--- src/design/lswc_pkg.sv ---
`default_nettype none

package lswc_pkg;

  // Coordinate and datapath widths
  localparam int COORD_BITS = 16;
  localparam int DIFF_W     = COORD_BITS + 1;      // difference of two coordinates
  localparam int MAG_W      = COORD_BITS;          // magnitude of such a difference
  localparam int PROD_W     = 2 * MAG_W;           // product of two magnitudes
  localparam int SUM_W      = PROD_W + 2;          // base plus signed quotient
  localparam int DIV_CYCLES = PROD_W / 2;          // two quotient bits per cycle
  localparam int DIV_CNT_W  = $clog2(DIV_CYCLES);

  typedef logic signed [COORD_BITS-1:0] coord_t;
  typedef logic signed [DIFF_W-1:0]     diff_t;
  typedef logic [MAG_W-1:0]             mag_t;
  typedef logic [PROD_W-1:0]            prod_t;
  typedef logic signed [SUM_W-1:0]      sum_t;

  // Region outcode bit positions
  localparam int CODE_LEFT   = 0;
  localparam int CODE_RIGHT  = 1;
  localparam int CODE_BOTTOM = 2;
  localparam int CODE_TOP    = 3;
  typedef logic [3:0] outcode_t;

  // Clipping step limit
  typedef logic [2:0] step_t;
  localparam step_t MAX_STEPS = 3'd4;

  // Configuration register indexes
  typedef logic [1:0] cfg_idx_t;
  localparam cfg_idx_t REG_WIN_X_LOW  = 2'd0;
  localparam cfg_idx_t REG_WIN_X_HIGH = 2'd1;
  localparam cfg_idx_t REG_WIN_Y_LOW  = 2'd2;
  localparam cfg_idx_t REG_WIN_Y_HIGH = 2'd3;

  localparam coord_t WIN_LOW_RESET  = COORD_BITS'(100);
  localparam coord_t WIN_HIGH_RESET = COORD_BITS'(300);

  localparam coord_t COORD_MAX = {1'b0, {(COORD_BITS-1){1'b1}}};
  localparam coord_t COORD_MIN = {1'b1, {(COORD_BITS-1){1'b0}}};

  // Low edge is tested first, so an inverted window behaves consistently
  function automatic outcode_t outcode(input coord_t x, input coord_t y,
                                       input coord_t xl, input coord_t xh,
                                       input coord_t yl, input coord_t yh);
    outcode_t c;
    c = '0;
    if (x < xl) begin
      c[CODE_LEFT] = 1'b1;
    end else if (x > xh) begin
      c[CODE_RIGHT] = 1'b1;
    end
    if (y < yl) begin
      c[CODE_BOTTOM] = 1'b1;
    end else if (y > yh) begin
      c[CODE_TOP] = 1'b1;
    end
    return c;
  endfunction

  function automatic diff_t diff(input coord_t a, input coord_t b);
    return {a[COORD_BITS-1], a} - {b[COORD_BITS-1], b};
  endfunction

  function automatic mag_t magnitude(input diff_t v);
    diff_t n;
    n = -v;
    return v[DIFF_W-1] ? n[MAG_W-1:0] : v[MAG_W-1:0];
  endfunction

  // Clamp to the signed coordinate range
  function automatic coord_t saturate(input sum_t v);
    logic [SUM_W-COORD_BITS:0] upper;
    upper = v[SUM_W-1:COORD_BITS-1];
    if ((&upper) || !(|upper)) begin
      return v[COORD_BITS-1:0];
    end
    return v[SUM_W-1] ? COORD_MIN : COORD_MAX;
  endfunction

endpackage

`default_nettype wire

--- src/design/line_segment_window_clipper.sv ---
// Each segment is checked in S_CHECK; each clipping step runs S_SETUP, S_MUL, S_DIV and
// S_FIX before the next check, at most four steps; S_DIV is skipped for a zero divisor.
// Segments are taken one at a time; the next is accepted once the result is loaded and the
// block is idle again, which waits while a stalled result still holds the output register.
// Each clipping step runs one multiply and, for a nonzero divisor, a radix-4 divide.
// Reset: rst is synchronous, active high; clears control, loads window edges 100 / 300.
`default_nettype none

module line_segment_window_clipper (
  input  wire logic                   clk,
  input  wire logic                   rst,
  // configuration write port
  input  wire logic                   cfg_write,
  input  wire lswc_pkg::cfg_idx_t     cfg_index,
  input  wire lswc_pkg::coord_t       cfg_data,
  // segment channel
  input  wire logic                   seg_valid,
  output logic                        seg_stall,
  input  wire logic [15:0]            segment_tag,
  input  wire lswc_pkg::coord_t       ax,
  input  wire lswc_pkg::coord_t       ay,
  input  wire lswc_pkg::coord_t       bx,
  input  wire lswc_pkg::coord_t       by,
  // result channel
  output logic                        res_valid,
  input  wire logic                   res_stall,
  output logic [15:0]                 tag_out,
  output logic                        visible,
  output lswc_pkg::coord_t            clip_ax,
  output lswc_pkg::coord_t            clip_ay,
  output lswc_pkg::coord_t            clip_bx,
  output lswc_pkg::coord_t            clip_by
);

  typedef enum logic [6:0] {
    S_IDLE  = 7'b0000001,
    S_CHECK = 7'b0000010,   // outcodes, trivial accept/reject, step limit, pick an edge
    S_SETUP = 7'b0000100,   // operand magnitudes, sign and base
    S_MUL   = 7'b0001000,   // shared multiplier
    S_DIV   = 7'b0010000,   // shared divider, two quotient bits per cycle
    S_FIX   = 7'b0100000,   // apply sign, add base, saturate, replace endpoint
    S_DONE  = 7'b1000000    // wait for the output register
  } state_t;

  state_t state;

  // Window edges
  lswc_pkg::coord_t win_x_low, win_x_high, win_y_low, win_y_high;

  // Segment under work: original endpoints and current clipped endpoints
  logic [15:0]      seg_tag;
  lswc_pkg::coord_t seg_ax, seg_ay, seg_bx, seg_by;
  lswc_pkg::coord_t px, py, qx, qy;
  lswc_pkg::step_t  step;
  logic             acc;

  // Clip step context
  logic             sel_a;     // replacing endpoint A
  logic             clip_y;    // horizontal edge: solve for x
  lswc_pkg::coord_t edge_val;
  lswc_pkg::mag_t   n1_mag, n2_mag, d_mag;
  logic             neg;
  lswc_pkg::coord_t base;

  // Divider
  lswc_pkg::prod_t              dvd, quo;
  lswc_pkg::mag_t               rem;
  logic [lswc_pkg::DIV_CNT_W-1:0] div_cnt;

  // Result handoff: load the output register when it is free or being emptied
  logic res_load;

  // ---------------------------------------------------------------------------
  // Outcode evaluation and edge selection
  // ---------------------------------------------------------------------------
  lswc_pkg::outcode_t c1, c2, co;

  always_comb begin
    c1 = lswc_pkg::outcode(px, py, win_x_low, win_x_high, win_y_low, win_y_high);
    c2 = lswc_pkg::outcode(qx, qy, win_x_low, win_x_high, win_y_low, win_y_high);
    co = (c1 != '0) ? c1 : c2;
  end

  // ---------------------------------------------------------------------------
  // Operand setup: for a horizontal edge x = ax + (bx-ax)(edge-ay)/(by-ay),
  // for a vertical edge y = ay + (by-ay)(edge-ax)/(bx-ax)
  // ---------------------------------------------------------------------------
  lswc_pkg::diff_t dx, dy, n2_s, n1_s, d_s;

  always_comb begin
    dx   = lswc_pkg::diff(seg_bx, seg_ax);
    dy   = lswc_pkg::diff(seg_by, seg_ay);
    n1_s = clip_y ? dx : dy;
    d_s  = clip_y ? dy : dx;
    n2_s = clip_y ? lswc_pkg::diff(edge_val, seg_ay) : lswc_pkg::diff(edge_val, seg_ax);
  end

  // ---------------------------------------------------------------------------
  // Radix-4 restoring divide step on magnitudes
  // ---------------------------------------------------------------------------
  logic [lswc_pkg::MAG_W:0] r1, r2;
  lswc_pkg::mag_t           rem1, rem_next;
  logic                     qb1, qb0;

  always_comb begin
    r1   = {rem, dvd[lswc_pkg::PROD_W-1]};
    qb1  = (r1 >= {1'b0, d_mag});
    rem1 = qb1 ? lswc_pkg::MAG_W'(r1 - {1'b0, d_mag}) : r1[lswc_pkg::MAG_W-1:0];
    r2   = {rem1, dvd[lswc_pkg::PROD_W-2]};
    qb0  = (r2 >= {1'b0, d_mag});
    rem_next = qb0 ? lswc_pkg::MAG_W'(r2 - {1'b0, d_mag}) : r2[lswc_pkg::MAG_W-1:0];
  end

  // ---------------------------------------------------------------------------
  // Intersection: sign the quotient, add the base coordinate, saturate
  // ---------------------------------------------------------------------------
  lswc_pkg::sum_t   q_ext, q_signed, sum;
  lswc_pkg::coord_t isect;

  always_comb begin
    q_ext    = lswc_pkg::SUM_W'(quo);
    q_signed = neg ? -q_ext : q_ext;
    sum      = lswc_pkg::SUM_W'(base) + q_signed;
    isect    = lswc_pkg::saturate(sum);
  end

  // hold off new segments while busy and during reset
  assign seg_stall = rst || (state != S_IDLE);
  assign res_load  = (state == S_DONE) && (!res_valid || !res_stall);

  // ---------------------------------------------------------------------------
  // Control: sequencer, window registers, step count, result handshake
  // ---------------------------------------------------------------------------
  always_ff @(posedge clk) begin
    if (rst) begin
      state      <= S_IDLE;
      res_valid  <= 1'b0;
      step       <= '0;
      div_cnt    <= '0;
      win_x_low  <= lswc_pkg::WIN_LOW_RESET;
      win_x_high <= lswc_pkg::WIN_HIGH_RESET;
      win_y_low  <= lswc_pkg::WIN_LOW_RESET;
      win_y_high <= lswc_pkg::WIN_HIGH_RESET;
    end else begin
      if (cfg_write) begin
        case (cfg_index)
          lswc_pkg::REG_WIN_X_LOW:  win_x_low  <= cfg_data;
          lswc_pkg::REG_WIN_X_HIGH: win_x_high <= cfg_data;
          lswc_pkg::REG_WIN_Y_LOW:  win_y_low  <= cfg_data;
          lswc_pkg::REG_WIN_Y_HIGH: win_y_high <= cfg_data;
          default: ;
        endcase
      end

      // raise the result when loaded, drop it once the consumer takes it
      if (res_load) begin
        res_valid <= 1'b1;
      end else if (res_valid && !res_stall) begin
        res_valid <= 1'b0;
      end

      case (state)
        S_IDLE: begin
          if (seg_valid) begin
            step  <= '0;
            state <= S_CHECK;
          end
        end
        S_CHECK: begin
          if ((c1 == '0) && (c2 == '0)) begin
            state <= S_DONE;
          end else if (((c1 & c2) != '0) || (step == lswc_pkg::MAX_STEPS)) begin
            state <= S_DONE;
          end else begin
            state <= S_SETUP;
          end
        end
        S_SETUP: begin
          state <= S_MUL;
        end
        S_MUL: begin
          // a zero divisor takes a zero quotient: skip the divide
          if (d_mag == '0) begin
            state <= S_FIX;
          end else begin
            div_cnt <= lswc_pkg::DIV_CNT_W'(lswc_pkg::DIV_CYCLES - 1);
            state   <= S_DIV;
          end
        end
        S_DIV: begin
          if (div_cnt == '0) begin
            state <= S_FIX;
          end else begin
            div_cnt <= div_cnt - 1'b1;
          end
        end
        S_FIX: begin
          step  <= step + 1'b1;
          state <= S_CHECK;
        end
        S_DONE: begin
          // hold until the output register is free
          if (res_load) begin
            state <= S_IDLE;
          end
        end
        default: begin
          state <= S_IDLE;
        end
      endcase
    end
  end

  // ---------------------------------------------------------------------------
  // Datapath registers
  // ---------------------------------------------------------------------------
  always_ff @(posedge clk) begin
    case (state)
      S_IDLE: begin
        if (seg_valid) begin
          seg_tag <= segment_tag;
          seg_ax  <= ax;
          seg_ay  <= ay;
          seg_bx  <= bx;
          seg_by  <= by;
          px      <= ax;
          py      <= ay;
          qx      <= bx;
          qy      <= by;
        end
      end
      S_CHECK: begin
        acc   <= (c1 == '0) && (c2 == '0);
        sel_a <= (c1 != '0);
        // edge order: top, bottom, right, left
        if (co[lswc_pkg::CODE_TOP]) begin
          clip_y   <= 1'b1;
          edge_val <= win_y_high;
        end else if (co[lswc_pkg::CODE_BOTTOM]) begin
          clip_y   <= 1'b1;
          edge_val <= win_y_low;
        end else if (co[lswc_pkg::CODE_RIGHT]) begin
          clip_y   <= 1'b0;
          edge_val <= win_x_high;
        end else begin
          clip_y   <= 1'b0;
          edge_val <= win_x_low;
        end
      end
      S_SETUP: begin
        n1_mag <= lswc_pkg::magnitude(n1_s);
        n2_mag <= lswc_pkg::magnitude(n2_s);
        d_mag  <= lswc_pkg::magnitude(d_s);
        neg    <= n1_s[lswc_pkg::DIFF_W-1] ^ n2_s[lswc_pkg::DIFF_W-1] ^
                  d_s[lswc_pkg::DIFF_W-1];
        base   <= clip_y ? seg_ax : seg_ay;
      end
      S_MUL: begin
        dvd <= lswc_pkg::PROD_W'(n1_mag * n2_mag);
        rem <= '0;
        quo <= '0;
      end
      S_DIV: begin
        dvd <= {dvd[lswc_pkg::PROD_W-3:0], 2'b00};
        rem <= rem_next;
        quo <= {quo[lswc_pkg::PROD_W-3:0], qb1, qb0};
      end
      S_FIX: begin
        if (sel_a) begin
          px <= clip_y ? isect : edge_val;
          py <= clip_y ? edge_val : isect;
        end else begin
          qx <= clip_y ? isect : edge_val;
          qy <= clip_y ? edge_val : isect;
        end
      end
      S_DONE: begin
        if (res_load) begin
          tag_out <= seg_tag;
          visible <= acc;
          clip_ax <= acc ? px : '0;
          clip_ay <= acc ? py : '0;
          clip_bx <= acc ? qx : '0;
          clip_by <= acc ? qy : '0;
        end
      end
      default: ;
    endcase
  end

endmodule

`default_nettype wire
--- config.mk ---
export PLATFORM = sky130hd
export DESIGN_NAME = line_segment_window_clipper
export DESIGN_NICKNAME = d
export VERILOG_FILES = /design/src/design/lswc_pkg.sv /design/src/design/line_segment_window_clipper.sv
export SDC_FILE = /design/constraint.sdc
export NUM_CORES = 2
export LEC_CHECK = 0
export CAP_MARGIN = 5
export CELL_PAD_IN_SITES_DETAIL_PLACEMENT = 1
export CELL_PAD_IN_SITES_GLOBAL_PLACEMENT = 2
export CORE_ASPECT_RATIO = 1.5
export CORE_MARGIN = 2
export CORE_UTILIZATION = 46
export DETAILED_ROUTE_END_ITERATION = 7
export DONT_BUFFER_PORTS = 1
export GPL_ROUTABILITY_DRIVEN = 1
export PLACE_DENSITY = 0.88
export SYNTH_ARGS = -nofsm -noshare
export SYNTH_HDL_FRONTEND = slang
export SYNTH_SLANG_ARGS = --single-unit
--- constraint.sdc ---
create_clock -name clk -period 12.7 [get_ports clk]
set_input_delay 1.27 -clock clk [delete_from_list [all_inputs] [get_ports clk]]
set_output_delay 1.27 -clock clk [all_outputs]
set_load 0.005 [all_outputs]
# == Word level (Yosys, flattened, before mapping) ==
# Cells that the tools add are included.
# totals
register_bits,468
out_inout_bits,83
# classes
add_sub_neg,13
multipliers,1
n_lt_le_gt_ge,10
eq_ne,19
mux,62
bitwise_logic,3
reduce_logical,33
# op_table
op,count
16-bit 2-to-1 mux,22
16-bit one-hot mux with 2 select lines,5
32-bit one-hot mux with 2 select lines,2
16-bit by 16-bit subtractor with 17-bit output,4
16-bit greater-than comparator,4
16-bit less-than comparator,4
17-bit 2-to-1 mux,3
7-bit one-hot mux with 7 select lines,1
16-bit negation,3
7-bit 2-to-1 mux,5
16-bit by 34-bit adder with 34-bit output,1
17-bit by 16-bit greater-or-equal comparator with 1-bit output,2
34-bit 2-to-1 mux,1
32-bit negation with 34-bit output,1
16-bit by 16-bit multiplier with 32-bit output,1
16-bit subtractor,2
19-bit AND reduction,1
19-bit OR reduction,1
16-bit zero test,1
1-bit 2-to-1 mux,16
"2-bit inequality test, second input constant",7
2-bit AND reduction,7
4-bit zero test,3
4-bit 2-to-1 mux,3
26 further kinds,41

# == Depth between registers and ports, before layout ==
# logic_depth
depth_word,11
mapped_depth,26
depth_no_buf,25

# == Worst setup path before layout ==
# No wires, ideal clock.
# synth_path
kind,register to register
startpoint,reg n1_mag[3]
endpoint,reg dvd[30] (data pin)
setup_ns,0.269
arrival_time_ns,6.314
t_required_ns,12.431
path_slack_ns,6.117
stages_incl_launch_ff,25
path_buffers,1
synth_period_minus_slack_ns,6.583
path_cell_list,edfxtp_1 clkbuf_1 and2_1 fa_1 inv_1 fa_1 inv_1 fa_1 fa_1 fa_1 inv_1 fa_1 inv_1 ha_1 a21o_1 a21o_1 a21oi_1 o21ai_0 nor4b_1 o31ai_1 a41oi_1 a21oi_1 a21oi_1 xor2_1 o21ai_0
# synth_between
elab_chain_cells,2
# synth_lines
element,line_no,text
"start, declared",line_segment_window_clipper.sv:61,"lswc_pkg::mag_t n1_mag, n2_mag, d_mag;"
"start signal, assigned",line_segment_window_clipper.sv:251,n1_mag <= lswc_pkg::magnitude(n1_s);
16-bit by 16-bit multiplier with 32-bit output,line_segment_window_clipper.sv:259,dvd <= lswc_pkg::PROD_W'(n1_mag * n2_mag);
32-bit one-hot mux with 2 select lines,line_segment_window_clipper.sv:218,case (state)
"end signal, assigned",line_segment_window_clipper.sv:259,
"end signal, assigned",line_segment_window_clipper.sv:264,"dvd <= {dvd[lswc_pkg::PROD_W-3:0], 2'b00};"
"end, declared",line_segment_window_clipper.sv:66,"lswc_pkg::prod_t dvd, quo;"
# No other way between the ends.
# A chain may end at the register's enable or synchronous reset.

# == Final worst setup path ==
# layout_path
startpoint,reg n1_mag[4]
endpoint,reg dvd[31] (data pin)
# The elaborated chain is that of the path after synthesis.

==> metrics.txt <==
chip width 235.4 um; Hold Crit Start seg_tag[14]$_DFFE_PP_; Reg2Reg Depth 22; commonest cells after routing, fill and taps aside nand2_1 (470), inv_1 (396), edfxtp_1 (389); Synth Instances 3,777; largest net degree at the start of global routing 88; number of global-route vias before repair 30,030; clock latency on the worst-skew pair 650 ps; DR vias 27,910; Cell Pwr Density 132.6 nW/um^2; Final Max Slew Viols 0; Max Freq 0.1371 GHz; layout cells sized above 1 4.578%; Clock Skews 60.17 ps; via/cell ratio 5.827; Worst-Margin Slew 1388 ps; Chip Height 351.1 um; Routed Wire Length 121,400 um; post-synth cell types 85; Clk pin slew, worst setup/hold paths 60 ps; final hold vios 0; Post-route DRC 0; Crit Path Class flip-flop to flip-flop; initial antenna violation count 3; CP required 13,010 ps; first-pass GRT wire length 182,500 um; # Max-Cap Violations 0; hold-critical path depth 0; Initial Util 46.32%; Post-DP HPWL 97,910 um; First DRT Iteration DRCs 1,431; GPL Wtd Cong 0.9443; H-tree Lvls 2; Setup Fix Bufs, Post-CTS 0; most common cell after layout, fill and taps aside nand2_1; die area 82,660 sq um; Hold Path Class flip-flop to flip-flop; I/O Pins 186; cts repair resizes 0; Fin Setup TNS 0 ps; syn avg cell area 9.783 sq um; CP endpoint kind flip-flop; Primary FF master, synth edfxtp_1; Worst Setup Start Kind flip-flop; core area 79,770 sq um; # hold bufs at CTS 0; nets 4,367; worst reg2reg startpoint n1_mag[4]$_DFFE_PP_; CTS tree built; clk root buf clkbuf_16; Wirelength per Cell 25.34 um; reg-to-reg critical path endpoint dvd[31]$_DFFE_PP_; CTS buffer count 50; WHS Endpoint tag_out[14]$_DFFE_PP_; Seq cells post-synth 468; Max Buffers Root-to-Sink 3; status complete, no violations; crit-path max FO 16; Critical Path Source n1_mag[4]$_DFFE_PP_; Yosys warnings 0; post-layout minimum cycle time 7296 ps; Antenna Nets Post-Route 0; WHS 418.0 ps; # setup viols final 0; CTS sink count 468; Critical Path AT 7600 ps; gr usage total 29.37%; Buffers on Ports 0; sequential element share of the synthesized area 35.89%; Post-synth EDFFs 389; RSZ-0062 raised after global routing false; Net Count, Synth 4,428; top flop regs dvd: 32 flops, quo: 32 flops; Layout area overhead 7.521%; Final period util 57.45%; worst reg-to-reg setup slack 5400 ps; mapped cell area 36,950 sq um; ys async rst share 0%; grt total ovfl 0; Slew Limit Headroom 6.937%; TritonRoute pass-1 iters 5; peak supply drop 0.1105 mV; Row Count 127; static leakage 16.26 nW
[synthesized netlist by cell type (50+ instances only)]
cell,number,area [sq um]
a21o_1,85,638.1
a21oi_1,225,1126
and2_1,224,1401
clkbuf_1,117,439.2
dfxtp_1,79,1582
edfxtp_1,389,11680
fa_1,200,4004
ha_1,348,4354
inv_1,398,1494
mux2i_1,64,640.6
nand2_1,470,1764
nor2_1,169,634.4
o21ai_0,146,730.7
xnor2_1,138,1209
xor2_1,50,437.9
[final cells by class]
type | instances | area [sq um]
well taps | 1032 | 1291
clock inverters | 30 | 424.2
repair buffers | 26 | 195.2
inverters | 399 | 1500
diodes | 1 | 2.502
flip-flops and latches | 468 | 13260
multi-input cells | 2771 | 21690
fillers | 8968 | 40040
clock buffers | 63 | 1361
[critical path: stages, from the launching register on]
cell,delay (ps)
edfxtp_1,650
and2_1,280
fa_1,530
inv_1,50
fa_1,490
fa_1,510
inv_1,50
ha_1,300
fa_1,580
inv_1,70
fa_1,530
inv_1,40
ha_1,210
or2_2,300
o31ai_1,410
o21ai_0,320
nand2_1,150
a31oi_1,330
a221o_1,420
a211o_1,290
o31ai_1,260
xnor2_1,150
o21ai_0,80
[worst max-delay path by stage]
| stage | cells after the start | to | slack (ps) |
|---|---|---|---|
| floorplan | 24 | dvd[30]$_DFFE_PP_ | 6120 |
| global placement | 22 | dvd[31]$_DFFE_PP_ | 5530 |
| detailed placement | 22 | dvd[31]$_DFFE_PP_ | 5350 |
| CTS | 22 | dvd[31]$_DFFE_PP_ | 5350 |
| global route | 23 | dvd[30]$_DFFE_PP_ | 5000 |
| finish | 22 | dvd[31]$_DFFE_PP_ | 5400 |
[stage by stage]
step	power, mW	setup WS, ps	area [sq um]	utilization, %	cells
6_report	5.269	5404	39730	49.81	4790
5_1_grt	5.523	4998	39730	49.80	4789
4_1_cts	5.298	5354	39720	49.79	4788
3_5_place_dp	3.681	5345	37930	47.55	4695
3_3_place_gp	3.640	5533	37930	47.55	4695
2_1_floorplan	3.140	6117	36950	-	3777
[cells by family (layout without fill, tap and decap cells)]
logic type      after synthesis  in the layout  synth area share (%)
simple gates               1163           1163                 15.39
buf+inv                     538            518                 5.506
other cells                   0              1                     0
fa+ha+maj                   548            548                 22.62
compound gates              789            789                 13.83
xor+xnor                    188            188                 4.456
mux                          83             83                 2.313
flops                       468            468                 35.89
[per-layer routing]
metal  GRT usage, %  routed length, um
met5              0                 13
met4          22.45              10960
met3          4.732               5610
met2          54.03              62370
met1          29.83              42420
[power by group]
| group | total [mW] | switching, mW | internal (mW) |
|---|---|---|---|
| registers | 1.97 | 0.109 | 1.86 |
| logic | 1.69 | 1.03 | 0.654 |
| clock network | 1.61 | 0.677 | 0.934 |
| total | 5.27 | 1.82 | 3.45 |
(Power assumes the default switching activity.)
